File: config.mk
export PLATFORM = sky130hd
export DESIGN_NAME = button_click_hold_classifier
export DESIGN_NICKNAME = d
export VERILOG_FILES = /design/src/hw/rtl/bchc_pkg.sv /design/src/hw/rtl/bchc_core.sv /design/src/hw/rtl/bchc_evq.sv /design/src/hw/rtl/button_click_hold_classifier.sv
export VERILOG_INCLUDE_DIRS = /design/src /design/src/hw/rtl
export SDC_FILE = /design/constraint.sdc
export NUM_CORES = 1
export LEC_CHECK = 0
export ABC_AREA = 1
export BUFFER_PORTS_ARGS = -buffer_cell sky130_fd_sc_hd__buf_2
export CORE_ASPECT_RATIO = 0.9
export CORE_MARGIN = 10
export CORE_UTILIZATION = 56
export CTS_CLUSTER_SIZE = 12
export DETAILED_ROUTE_END_ITERATION = 8
export PLACE_DENSITY = 0.79
export SYNTH_ARGS = -nofsm -noshare
export SYNTH_HDL_FRONTEND = slang
export SYNTH_SLANG_ARGS = --single-unit
File: constraint.sdc
create_clock -name clk -period 5.8 [get_ports clk]
set_clock_uncertainty 0.05 [all_clocks]
set_input_delay 0.87 -clock clk [delete_from_list [all_inputs] [get_ports clk]]
set_output_delay 0.87 -clock clk [all_outputs]
set_load 0.02 [all_outputs]
File: src/hw/rtl/button_click_hold_classifier_assert.svh
// ---------------------------------------------------------------------------
// Assertion macros for the button click/hold classifier
// Concurrent assertion wrappers; empty when SYNTHESIS is defined.
// ---------------------------------------------------------------------------
`ifndef BUTTON_CLICK_HOLD_CLASSIFIER_ASSERT_SVH
`define BUTTON_CLICK_HOLD_CLASSIFIER_ASSERT_SVH
`ifndef SYNTHESIS
// cond must hold at every clock edge outside reset
`define BCHC_ASSERT_ALWAYS(lbl, cond) \
  lbl: assert property (@(posedge clk) disable iff (!rst_n) (cond)) \
    else $error("bchc assertion failed");
// ante in one cycle implies cons in the next
`define BCHC_ASSERT_NEXT(lbl, ante, cons) \
  lbl: assert property (@(posedge clk) disable iff (!rst_n) (ante) |=> (cons)) \
    else $error("bchc assertion failed");
`else
`define BCHC_ASSERT_ALWAYS(lbl, cond)
`define BCHC_ASSERT_NEXT(lbl, ante, cons)
`endif
`endif

File: src/hw/rtl/bchc_pkg.sv
// ---------------------------------------------------------------------------
// bchc_pkg
// Shared types and constants of the button click/hold classifier.
// ---------------------------------------------------------------------------
package bchc_pkg;

  localparam int STARTUP_TICKS = 1000;
  localparam int ELAPSED_W     = 17;
  localparam int THRESH_W      = 16;
  localparam int MAX_EVENTS    = 3;

  // event queue
  localparam int QDEPTH = 8;
  localparam int QPTR_W = $clog2(QDEPTH);
  localparam int QCNT_W = $clog2(QDEPTH + 1);

  // configuration register indexes
  localparam logic [1:0] REG_CLICK    = 2'd0;
  localparam logic [1:0] REG_HOLD_ONE = 2'd1;
  localparam logic [1:0] REG_HOLD_TWO = 2'd2;

  typedef enum logic [1:0] {
    KIND_CLICK    = 2'd0,
    KIND_HOLD_ONE = 2'd1,
    KIND_HOLD_TWO = 2'd2
  } kind_t;

  typedef struct packed {
    kind_t kind;
    logic  released;
    logic  last;
  } event_t;

  typedef struct packed {
    logic [1:0]            cnt;
    event_t [MAX_EVENTS-1:0] ev;
  } bundle_t;

  typedef struct packed {
    logic [THRESH_W-1:0] click_ms;
    logic [THRESH_W-1:0] hold_one_ms;
    logic [THRESH_W-1:0] hold_two_ms;
  } thresh_t;

  typedef struct packed {
    logic              room;   // space for a full tick worth of events
    logic [QCNT_W-1:0] level;  // entries held
  } qstat_t;

endpackage

File: src/hw/rtl/bchc_core.sv
// ---------------------------------------------------------------------------
// bchc_core
// Press phase tracking, elapsed counter and per-tick event generation.
// ---------------------------------------------------------------------------
module bchc_core (
  input  logic              clk,
  input  logic              rst_n,
  input  logic              tick,
  input  logic              level,
  input  bchc_pkg::thresh_t thr,
  output bchc_pkg::bundle_t bundle
);

  typedef enum logic [1:0] {
    PH_STARTUP = 2'd0,
    PH_WAITREL = 2'd1,
    PH_IDLE    = 2'd2,
    PH_PRESSED = 2'd3
  } phase_t;

  localparam logic [bchc_pkg::ELAPSED_W-1:0] ELAPSED_MAX = '1;

  phase_t                           phase_r, phase_nxt;
  logic [bchc_pkg::ELAPSED_W-1:0]   elapsed_r, elapsed_nxt, elapsed_inc;
  logic [2:0]                       done_r, done_nxt;
  logic [2:0]                       fire;
  logic                             fire_rel;
  logic                             go_wait;
  logic [1:0]                       idx;

  always_comb begin
    phase_nxt   = phase_r;
    elapsed_nxt = elapsed_r;
    done_nxt    = done_r;
    fire        = '0;
    fire_rel    = 1'b0;
    go_wait     = 1'b0;
    elapsed_inc = (elapsed_r == ELAPSED_MAX) ? elapsed_r : elapsed_r + 1'b1;
    unique case (phase_r)
      PH_STARTUP: begin
        if (elapsed_r < bchc_pkg::ELAPSED_W'(bchc_pkg::STARTUP_TICKS)) begin
          elapsed_nxt = elapsed_r + 1'b1;
        end else begin
          go_wait = 1'b1;
        end
      end
      PH_WAITREL: go_wait = 1'b1;
      PH_IDLE: begin
        if (!level) begin
          phase_nxt   = PH_PRESSED;
          elapsed_nxt = '0;
          done_nxt    = '0;
        end
      end
      PH_PRESSED: begin
        if (!level) begin
          elapsed_nxt = elapsed_inc;
          fire[0] = (elapsed_inc > {1'b0, thr.click_ms})    && !done_r[0];
          fire[1] = (elapsed_inc > {1'b0, thr.hold_one_ms}) && !done_r[1];
          fire[2] = (elapsed_inc > {1'b0, thr.hold_two_ms}) && !done_r[2];
          done_nxt = done_r | fire;
        end else begin
          fire_rel  = done_r[0] && !done_r[1] && !done_r[2];
          phase_nxt = PH_IDLE;
        end
      end
    endcase
    if (go_wait) begin
      phase_nxt = level ? PH_IDLE : PH_WAITREL;
    end
  end

  // pack firing events in order click, hold one, hold two
  always_comb begin
    bundle = '0;
    idx    = '0;
    for (int k = 0; k < bchc_pkg::MAX_EVENTS; k++) begin
      if (fire[k]) begin
        bundle.ev[idx].kind     = bchc_pkg::kind_t'(2'(k));
        bundle.ev[idx].released = 1'b0;
        idx = idx + 1'b1;
      end
    end
    if (fire_rel) begin
      bundle.ev[0].kind     = bchc_pkg::KIND_CLICK;
      bundle.ev[0].released = 1'b1;
      idx = 2'd1;
    end
    if (idx != 2'd0) begin
      bundle.ev[idx - 1'b1].last = 1'b1;
    end
    bundle.cnt = idx;
  end

  always_ff @(posedge clk) begin
    if (!rst_n) begin
      phase_r   <= PH_STARTUP;
      elapsed_r <= '0;
      done_r    <= '0;
    end else if (tick) begin
      phase_r   <= phase_nxt;
      elapsed_r <= elapsed_nxt;
      done_r    <= done_nxt;
    end
  end

endmodule

File: src/hw/rtl/bchc_evq.sv
// ---------------------------------------------------------------------------
// bchc_evq
// Event queue: takes up to three events per cycle, hands out one.
// ---------------------------------------------------------------------------
module bchc_evq (
  input  logic              clk,
  input  logic              rst_n,
  input  logic              push,
  input  bchc_pkg::bundle_t bundle,
  input  logic              pop,
  output logic              not_empty,
  output bchc_pkg::event_t  head,
  output bchc_pkg::qstat_t  stat
);

  bchc_pkg::event_t                 q_r [bchc_pkg::QDEPTH];
  logic [bchc_pkg::QPTR_W-1:0]      wr_ptr_r, wr_ptr_nxt;
  logic [bchc_pkg::QPTR_W-1:0]      rd_ptr_r, rd_ptr_nxt;
  logic [bchc_pkg::QCNT_W-1:0]      cnt_r, cnt_nxt;
  logic [1:0]                       n_push;

  assign n_push     = push ? bundle.cnt : 2'd0;
  assign wr_ptr_nxt = wr_ptr_r + bchc_pkg::QPTR_W'(n_push);
  assign rd_ptr_nxt = rd_ptr_r + bchc_pkg::QPTR_W'(pop);
  assign cnt_nxt    = cnt_r + bchc_pkg::QCNT_W'(n_push) - bchc_pkg::QCNT_W'(pop);

  assign not_empty  = (cnt_r != '0);
  assign head       = q_r[rd_ptr_r];
  assign stat.level = cnt_r;
  assign stat.room  = (cnt_r <= bchc_pkg::QCNT_W'(bchc_pkg::QDEPTH - bchc_pkg::MAX_EVENTS));

  always_ff @(posedge clk) begin
    for (int k = 0; k < bchc_pkg::MAX_EVENTS; k++) begin
      if (2'(k) < n_push) begin
        q_r[wr_ptr_r + bchc_pkg::QPTR_W'(k)] <= bundle.ev[k];
      end
    end
  end

  always_ff @(posedge clk) begin
    if (!rst_n) begin
      wr_ptr_r <= '0;
      rd_ptr_r <= '0;
      cnt_r    <= '0;
    end else begin
      wr_ptr_r <= wr_ptr_nxt;
      rd_ptr_r <= rd_ptr_nxt;
      cnt_r    <= cnt_nxt;
    end
  end

endmodule

File: src/hw/rtl/button_click_hold_classifier.sv
// ---------------------------------------------------------------------------
// button_click_hold_classifier
// Classifies sampled button levels into click, hold one and hold two events.
// ---------------------------------------------------------------------------
//  channel | direction | handshake          | payload
//  in      | input     | in_valid/in_stall  | in_button_level
//  out     | output    | out_valid/out_stall| out_event_kind, out_event_released,
//          |           |                    | out_last_event
//  cfg     | input     | cfg_valid/cfg_ready| cfg_index, cfg_wdata
//
// One tick per cycle; a tick is taken whenever the 8-entry event queue has
// room for three events; unstalled, events leave the queue head one per cycle.
// A tick's events are in the queue the cycle after its transfer.
// Synchronous reset restores thresholds and state at once; no clearing pass.
// Output stalls only back up the queue; ticks stall once it is nearly full.
// ---------------------------------------------------------------------------
`include "button_click_hold_classifier_assert.svh"

module button_click_hold_classifier (
  input  logic        clk,
  input  logic        rst_n,
  input  logic        in_valid,
  output logic        in_stall,
  input  logic        in_button_level,
  output logic        out_valid,
  input  logic        out_stall,
  output logic [1:0]  out_event_kind,
  output logic        out_event_released,
  output logic        out_last_event,
  input  logic        cfg_valid,
  output logic        cfg_ready,
  input  logic [1:0]  cfg_index,
  input  logic [15:0] cfg_wdata
);

  bchc_pkg::thresh_t thr_r;
  bchc_pkg::bundle_t bundle;
  bchc_pkg::event_t  head;
  bchc_pkg::qstat_t  qstat;
  logic              tick;
  logic              pop;
  logic              cfg_we;

  assign cfg_ready = 1'b1;
  assign cfg_we    = cfg_valid && cfg_ready;
  assign in_stall  = !qstat.room;
  assign tick      = in_valid && !in_stall;
  assign pop       = out_valid && !out_stall;

  always_ff @(posedge clk) begin
    if (!rst_n) begin
      thr_r.click_ms    <= 16'd50;
      thr_r.hold_one_ms <= 16'd1000;
      thr_r.hold_two_ms <= 16'd3000;
    end else if (cfg_we) begin
      unique case (cfg_index)
        bchc_pkg::REG_CLICK:    thr_r.click_ms    <= cfg_wdata;
        bchc_pkg::REG_HOLD_ONE: thr_r.hold_one_ms <= cfg_wdata;
        bchc_pkg::REG_HOLD_TWO: thr_r.hold_two_ms <= cfg_wdata;
        default: ;  // unmapped index, ignored
      endcase
    end
  end

  bchc_core u_core (
    .clk    (clk),
    .rst_n  (rst_n),
    .tick   (tick),
    .level  (in_button_level),
    .thr    (thr_r),
    .bundle (bundle)
  );

  bchc_evq u_evq (
    .clk       (clk),
    .rst_n     (rst_n),
    .push      (tick),
    .bundle    (bundle),
    .pop       (pop),
    .not_empty (out_valid),
    .head      (head),
    .stat      (qstat)
  );

  assign out_event_kind     = head.kind;
  assign out_event_released = head.released;
  assign out_last_event     = head.last;

  `BCHC_ASSERT_ALWAYS(a_q_bound, qstat.level <= bchc_pkg::QCNT_W'(bchc_pkg::QDEPTH))
  `BCHC_ASSERT_NEXT(a_evt_shows, tick && (bundle.cnt != 2'd0), out_valid)
  `BCHC_ASSERT_NEXT(a_cfg_click, cfg_we && (cfg_index == bchc_pkg::REG_CLICK), thr_r.click_ms == $past(cfg_wdata))
  `BCHC_ASSERT_ALWAYS(a_last_tail, !tick || (bundle.cnt == 2'd0) || bundle.ev[bundle.cnt - 2'd1].last)

endmodule

# After elaboration in Yosys (flattened, before gate mapping)
# Memories as Yosys holds them, arrays and structs flattened. A register that Yosys moved wholly into a read port is not among the register bits.
# Index checks and enable logic that the tools add are counted.
dict set report word_totals {
  ff_bits 80
  latch_bits 0
  ramBits 32
  mem_bits_ro 0
  in_bits 24
  out_inout_bits 7
  wordCells 123
  memories 1
}
# memory words width read_ports rd_ports_with_merged_regs wr line
set mem_list {}
lappend mem_list {u_evq.q_r 8 4 1 1 3 bchc_evq.sv:16} ;# bchc_pkg::event_t q_r [bchc_pkg::QDEPTH];
dict set report classes {
  addsub 10
  multipliers 0
  div 0
  order_cmp 14
  eq_ne 11
  shift 0
  n_mux 49
  bitwise 1
  reduce_logical 28
}
# operator n
set ops {}
lappend ops {{17-bit two-way mux} 4}
lappend ops {{17-bit by 16-bit greater-than comparator with 1-bit output} 3}
lappend ops {{17-bit one-hot mux with 3 select lines} 1}
lappend ops {{12-bit bitwise mux} 4}
lappend ops {{4-bit demux with 2-bit select} 5}
lappend ops {{12-bit two-way mux} 3}
lappend ops {{2-bit two-way mux} 10}
lappend ops {{3-bit two-way mux} 6}
lappend ops {{17-bit by 1-bit adder with 17-bit output (second input constant)} 1}
lappend ops {{17-bit == test (second input constant)} 1}
lappend ops {{17-bit by 10-bit < comparator with 1-bit output (second input constant)} 1}
lappend ops {{1-bit two-way mux} 11}
lappend ops {{1-bit logical AND} 10}
lappend ops {{4-bit two-way mux} 2}
lappend ops {{4-bit AND reduction} 2}
lappend ops {{2-bit == test (second input constant)} 3}
lappend ops {{2-bit by 3-bit < comparator with 1-bit output (second input constant)} 2}
lappend ops {{3-bit by 2-bit inequality test with 1-bit output (second input constant)} 2}
lappend ops {{3-bit one-hot mux with 2 select lines} 1}
lappend ops {{2-bit AND reduction} 3}
lappend ops {{3-bit nonzero test} 2}
lappend ops {{1-bit zero test} 5}
lappend ops {{5-bit AND reduction} 1}
lappend ops {{4-bit by 2-bit adder with 4-bit output} 1}
lappend ops {{other kinds (23)} 29}

# Longest topological paths before layout
dict set report depth {
  ltp_word 19
  ltp_mapped 41
  mapped_depth_nobuf 38
}

# Modules after synthesis
# Synthesis repeated with hierarchy kept, for this count alone.
dict set report unflattened {
  hier_cells 1205
  area_unflattened_um2 8250.4
}
# mod n_inst cells_per_inst area_each_um2 seq_area_each_um2
set by_module_without_submodules {}
lappend by_module_without_submodules {bchc_evq 1 413 3171.8 1161.1}
lappend by_module_without_submodules {bchc_core 1 504 3106.7 440.4}
lappend by_module_without_submodules {button_click_hold_classifier 1 288 1971.9 960.9}

# Least setup slack after synthesis
# No wires, ideal clock.
dict set report synth_timing {
  path_kind {reg-to-reg}
  startpoint {register u_core.elapsed_r[0] (netlist bit)}
  endpoint {register u_evq.cnt_r[3] (netlist bit)}
  setup_time_ns 0.070
  arrival_ns 5.265
  required_time_ns 5.680
  slack_ns 0.415
  stages_incl_launch_ff 40
  path_buffers 3
  period_less_slack_ns 5.385
  path_cell_list {dfxtp_1 > ha_1 > nand3_1 > nor2_1 > inv_1 > nor2_1 > nand2_1 > inv_1 > nand4_1 > nor3_1 > ha_1 > clkbuf_1 > inv_1 > clkbuf_1 > nand3_1 > o21ai_0 > ha_1 > nand2_1 > [... 4 more ...] > nand3_2 > nand3_2 > inv_1 > ha_1 > buf_1 > inv_1 > nand2_2 > nand2_4 > nor2_4 > nand2_1 > ha_1 > inv_1 > ha_1 > nand2_1 > nor2_1 > a211oi_1 > o21ai_0 > a21oi_1}
}
dict set report synth_between {
  elab_chain_cells 15
  word_cells_on_any_way 20
  classes_between {5 x add/sub; 3 x order compare; 1 x eq/ne; 8 x mux; 3 x reduce/logical}
}
# element line
set synth_rtl {}
lappend synth_rtl {{from (decl)} bchc_core.sv:24} ;# logic [bchc_pkg::ELAPSED_W-1:0] elapsed_r, elapsed_nxt, elapsed_inc;
lappend synth_rtl {{from (signal assigned)} bchc_core.sv:102} ;# elapsed_r <= elapsed_nxt;
lappend synth_rtl {{17-bit by 1-bit adder with 17-bit output / 17-bit == test (equally long branches)} bchc_core.sv:38} ;# elapsed_inc = (elapsed_r == ELAPSED_MAX) ? elapsed_r : elapsed_r + 1'b1;
lappend synth_rtl {{17-bit two-way mux *} bchc_core.sv:38}
lappend synth_rtl {{17-bit by 16-bit greater-than comparator with 1-bit output} bchc_core.sv:58} ;# fire[0] = (elapsed_inc > {1'b0, thr.click_ms}) && !done_r[0];
lappend synth_rtl {{1-bit logical AND} bchc_core.sv:58}
lappend synth_rtl {{3-bit two-way mux *} bchc_core.sv:56} ;# if (!level) begin
lappend synth_rtl {{3-bit two-way mux *} bchc_core.sv:39} ;# unique case (phase_r)
lappend synth_rtl {{1-bit two-way mux} bchc_core.sv:78} ;# if (fire[k]) begin
lappend synth_rtl {{1-bit by 1-bit adder with 2-bit output} bchc_core.sv:81} ;# idx = idx + 1'b1;
lappend synth_rtl {{2-bit two-way mux} bchc_core.sv:78}
lappend synth_rtl {{2-bit by 1-bit adder with 2-bit output} bchc_core.sv:81}
lappend synth_rtl {{2-bit two-way mux *} bchc_core.sv:78}
lappend synth_rtl {{2-bit two-way mux *} bchc_core.sv:84} ;# if (fire_rel) begin
lappend synth_rtl {{2-bit two-way mux *} bchc_evq.sv:22} ;# assign n_push = push ? bundle.cnt : 2'd0;
lappend synth_rtl {{4-bit by 2-bit adder with 4-bit output *} bchc_evq.sv:25} ;# assign cnt_nxt = cnt_r + bchc_pkg::QCNT_W'(n_push) - bchc_pkg::QCNT_W'(pop);
lappend synth_rtl {{4-bit by 1-bit subtractor with 4-bit output *} bchc_evq.sv:25}
lappend synth_rtl {{to (signal assigned)} bchc_evq.sv:48} ;# cnt_r <= cnt_nxt;
lappend synth_rtl {{to (decl)} bchc_evq.sv:19} ;# logic [bchc_pkg::QCNT_W-1:0] cnt_r, cnt_nxt;
# Every way passes the cells marked *; elsewhere a longest branch is shown, timed or not.
# A chain may end at the register's enable or synchronous reset.

# Worst setup path in the final report
dict set report layout_timing {
  startpoint {register u_core.elapsed_r[0] (netlist bit)}
  endpoint {register u_evq.cnt_r[2] (netlist bit)}
}
# Same word-level chain as after synthesis.

==> flow_summary.ini <==
[setup_path]
crit_slowest_cell = fa_1
timing.rr.start = u_core.elapsed_r[0]
rrSetupSlack_ns = 0.24
cpPeakStageDelay_ns = 0.39
crit_top_cell = inv_1
required_ns = 6.00
endpoint_kind = register
regToRegEndpoint = u_evq.cnt_r[2]
worstRegToRegCells = 31
worstSetupStartpointType = register
crit_fanout = 8
path_class = reg -> reg
crit_arrival_ns = 5.76

[logic_synthesis]
synth_seq_cells = 112
synth_edf_count = 32
ys_top_cells_by_area = dfxtp_1 23%, edfxtp_1 14%, ha_1 11%
ys_async_sr_fraction = 0
synth_top_area_share = 0.227
synthCells = 955
synth_area_per_cell_um2 = 7.38
yosysUniqueCellTypes = 47
synth_nets = 1045
syn_area_um2 = 7050
synth_ff_type = dfxtp_1
yosys.area.top_type = dfxtp_1
seq_area_frac_synth = 0.363
yosysWarnings = 0

[place]
place_inst = 1116
post-dp-hpwl_mm = 12.9
preCtsSetupSlack_ns = 0.0723
io_buffers = 29
gp_congestion = 0.959

[power_and_ir_drop]
peakVddDrop_uv = 186
switching_share = 0.406
comb_power_share = 0.412
power_switching_mw = 1.12
clkPwrFrac = 0.231
pwr-share-seq = 0.356
p_leak_nw = 3.71
p_int_mw = 1.64
power_density_nw_per_um2 = 358

[global_route]
grt_pass1_wl_mm = 28.8
gr-total-overflow = 0
grt_max_degree = 44
grt_use_total = 0.196
grt_pass1_vias = 5801
antenna_found_initial = 0

[floorplan]
die_h_um = 126
core_um2 = 12200
dieArea_um2 = 17500
rows = 38
start_util = 0.579
die_x_um = 138
boundaryPins = 31

[clock_network]
tritoncts = built
htreeDepth = 3
path_clk_slew_ns = 0.08
clk_latency_ns = 0.36
cts.sinks = 112
clk_path_buf_depth = 2
cts_hold_buf = 0
clock-root-buffer = clkbuf_16
cts-buffers-inserted = 9

[hold_path]
hold_class = reg -> reg
hold_end = thr_r[40]
whs_path_depth = 2
min-delay-start = thr_r[40]

[cells_and_area]
diodes = 0
fin_nets = 1064
fin_util = 0.635
instances_no_fill = 1139
syn_to_final_growth_pct = 9.58
drive_above_1_share = 0.107
fill_cells = 1060

[detailed_routing]
post_drt_wl_per_cell_um = 15.2
drtIter0Drc = 751
antenna_left = 0
via_per_inst = 5.64
via_count = 6421
drcViolationCount = 0
first_pass_iters = 6
wl_mm = 17.4

[sta]
slew_violations = 0
hold_viol = 0
holdWs_ns = 0.414
fmax_mhz = 180
finalSetupViolations = 0
worst_pin_slew_ns = 0.775
maxSlewHeadroom = 0.479
layout_min_cycle_time_ns = 5.56
setup_ws_ns = 0.239
tns_ns = 0
post-route-period-util = 0.959

[outcome]
outcome = finished, final reports clean

[run]
max-cap-violations = 0
-- state kept, by name (all words and copies together), names as in the netlist --
| name | cells |
|---|---|
| thr_r | 48 |
| u_evq.q_r | 32 |
| u_core.elapsed_r | 17 |
| u_evq.cnt_r | 4 |
| u_core.done_r | 3 |
| u_evq.rd_ptr_r | 3 |
| u_evq.wr_ptr_r | 3 |
| u_core.phase_r | 2 |
-- worst max-delay path: cells and delay by family, from the launching register on --
| kind | cells | cell delay (ns) |
|---|---|---|
| simple gates | 12 | 1.53 |
| compound gates | 4 | 0.74 |
| xor+xnor | 1 | 0.15 |
| fa+ha+maj | 6 | 1.63 |
| buf+inv | 8 | 0.96 |
| flops | 1 | 0.36 |
-- power by group through the flow --
stage          Combinational (mW)  Clock (mW)  Sequential, mW
2_1_floorplan               0.846           0           0.952
4_1_cts                      1.09       0.652           0.980
3_5_place_dp                 1.08           0           0.997
6_report                     1.14       0.640           0.986
3_3_place_gp                 1.05           0           0.998
5_1_grt                      1.31       0.679           0.997
-- layer usage --
layer / part of all wire / vias up / global-route usage
met2: 0.44 / 242 / 0.289
met5: 0 / - / 0
met1: 0.48 / 2941 / 0.280
met3: 0.073 / 19 / 0.0407
li1: - / 3219 / -
met4: 0.013 / 0 / 0.0558
-- Yosys cell counts (9+ instances only) --
| cell type | n |
|---|---|
| a21oi_1 | 74 |
| clkbuf_1 | 28 |
| dfxtp_1 | 80 |
| edfxtp_1 | 32 |
| ha_1 | 64 |
| inv_1 | 137 |
| nand2_1 | 160 |
| nand3_1 | 67 |
| nand4_1 | 9 |
| nor2_1 | 99 |
| nor3_1 | 13 |
| o211ai_1 | 19 |
| o21ai_0 | 82 |
-- through the flow --
stage | area (µm²) | total power, mW
after global routing | 7730 | 2.99
after CTS | 7600 | 2.72
after global placement | 7290 | 2.05
final | 7730 | 2.77
after detailed placement | 7290 | 2.08
after floorplan | 7050 | 1.80
-- cells by family (layout without fill, tap and decap cells) --
group                      after synthesis  in the layout  share of synthesized area
DFF                                    112            112                      0.363
adders and majority gates               66             66                      0.119
and+or+nand+nor                        376            376                      0.238
buffers and inverters                  181            205                      0.101
AOI/OAI and AO/OA                      207            207                      0.163
other                                    1              1                   0.000532
xor gates and xnor gates                12             12                     0.0149
-- final cells by class --
class,instances,area [µm²],share of cell area
tap,160,200,0.0259
clock inverter,5,46.3,0.00599
timing repair buffer,44,262,0.0338
multi-input combinational,662,3840,0.497
sequential,112,2560,0.332
clock buffer,11,264,0.0342
inverter,145,553,0.0716
-- how the worst max path moves through the flow --
stage / start / to / slack, ns
after floorplan: u_core.elapsed_r[0] / u_evq.cnt_r[3] / 0.41
final: u_core.elapsed_r[0] / u_evq.cnt_r[2] / 0.24
after detailed placement: u_core.elapsed_r[0] / u_evq.cnt_r[3] / 0.07
after global routing: u_core.elapsed_r[0] / u_evq.cnt_r[2] / -0.1
after CTS: u_core.elapsed_r[0] / u_evq.cnt_r[3] / 0.02
after global placement: u_core.elapsed_r[0] / u_evq.cnt_r[3] / 0.35
-- layout by cell type, fill, tap and decap left out, types with 2 or more instances in the layout --
cell / count
clkinvlp_4: 3
fa_1: 2
o22ai_1: 5
edfxtp_1: 32
a211oi_1: 2
inv_1: 136
nand3_4: 2
a21o_1: 3
inv_2: 5
nand2_2: 6
nand2_4: 2
nand2_1: 158
o21ai_1: 8
nand3_1: 67
o211ai_1: 19
dfxtp_1: 79
nor2_1: 96
nand4_1: 9
inv_8: 2
a41oi_1: 4
nor2_4: 4
xnor2_1: 5
nand3_2: 5
clkinv_4: 2
a21oi_1: 74
buf_2: 29
clkinv_1: 2
o21ai_0: 75
a22oi_1: 2
clkbuf_16: 10
xor2_1: 7
ha_1: 62
buf_4: 14
nor3_2: 3
a31oi_1: 7
nor2_2: 8
nor3_1: 12
-- repair_timing --
item                                    in CTS  in global routing
gates resized for setup                      0                 25
buffers inserted                             0                  7
endpoints found under the setup margin       0                 45
Note: power is estimated with default switching activity, not from simulation.
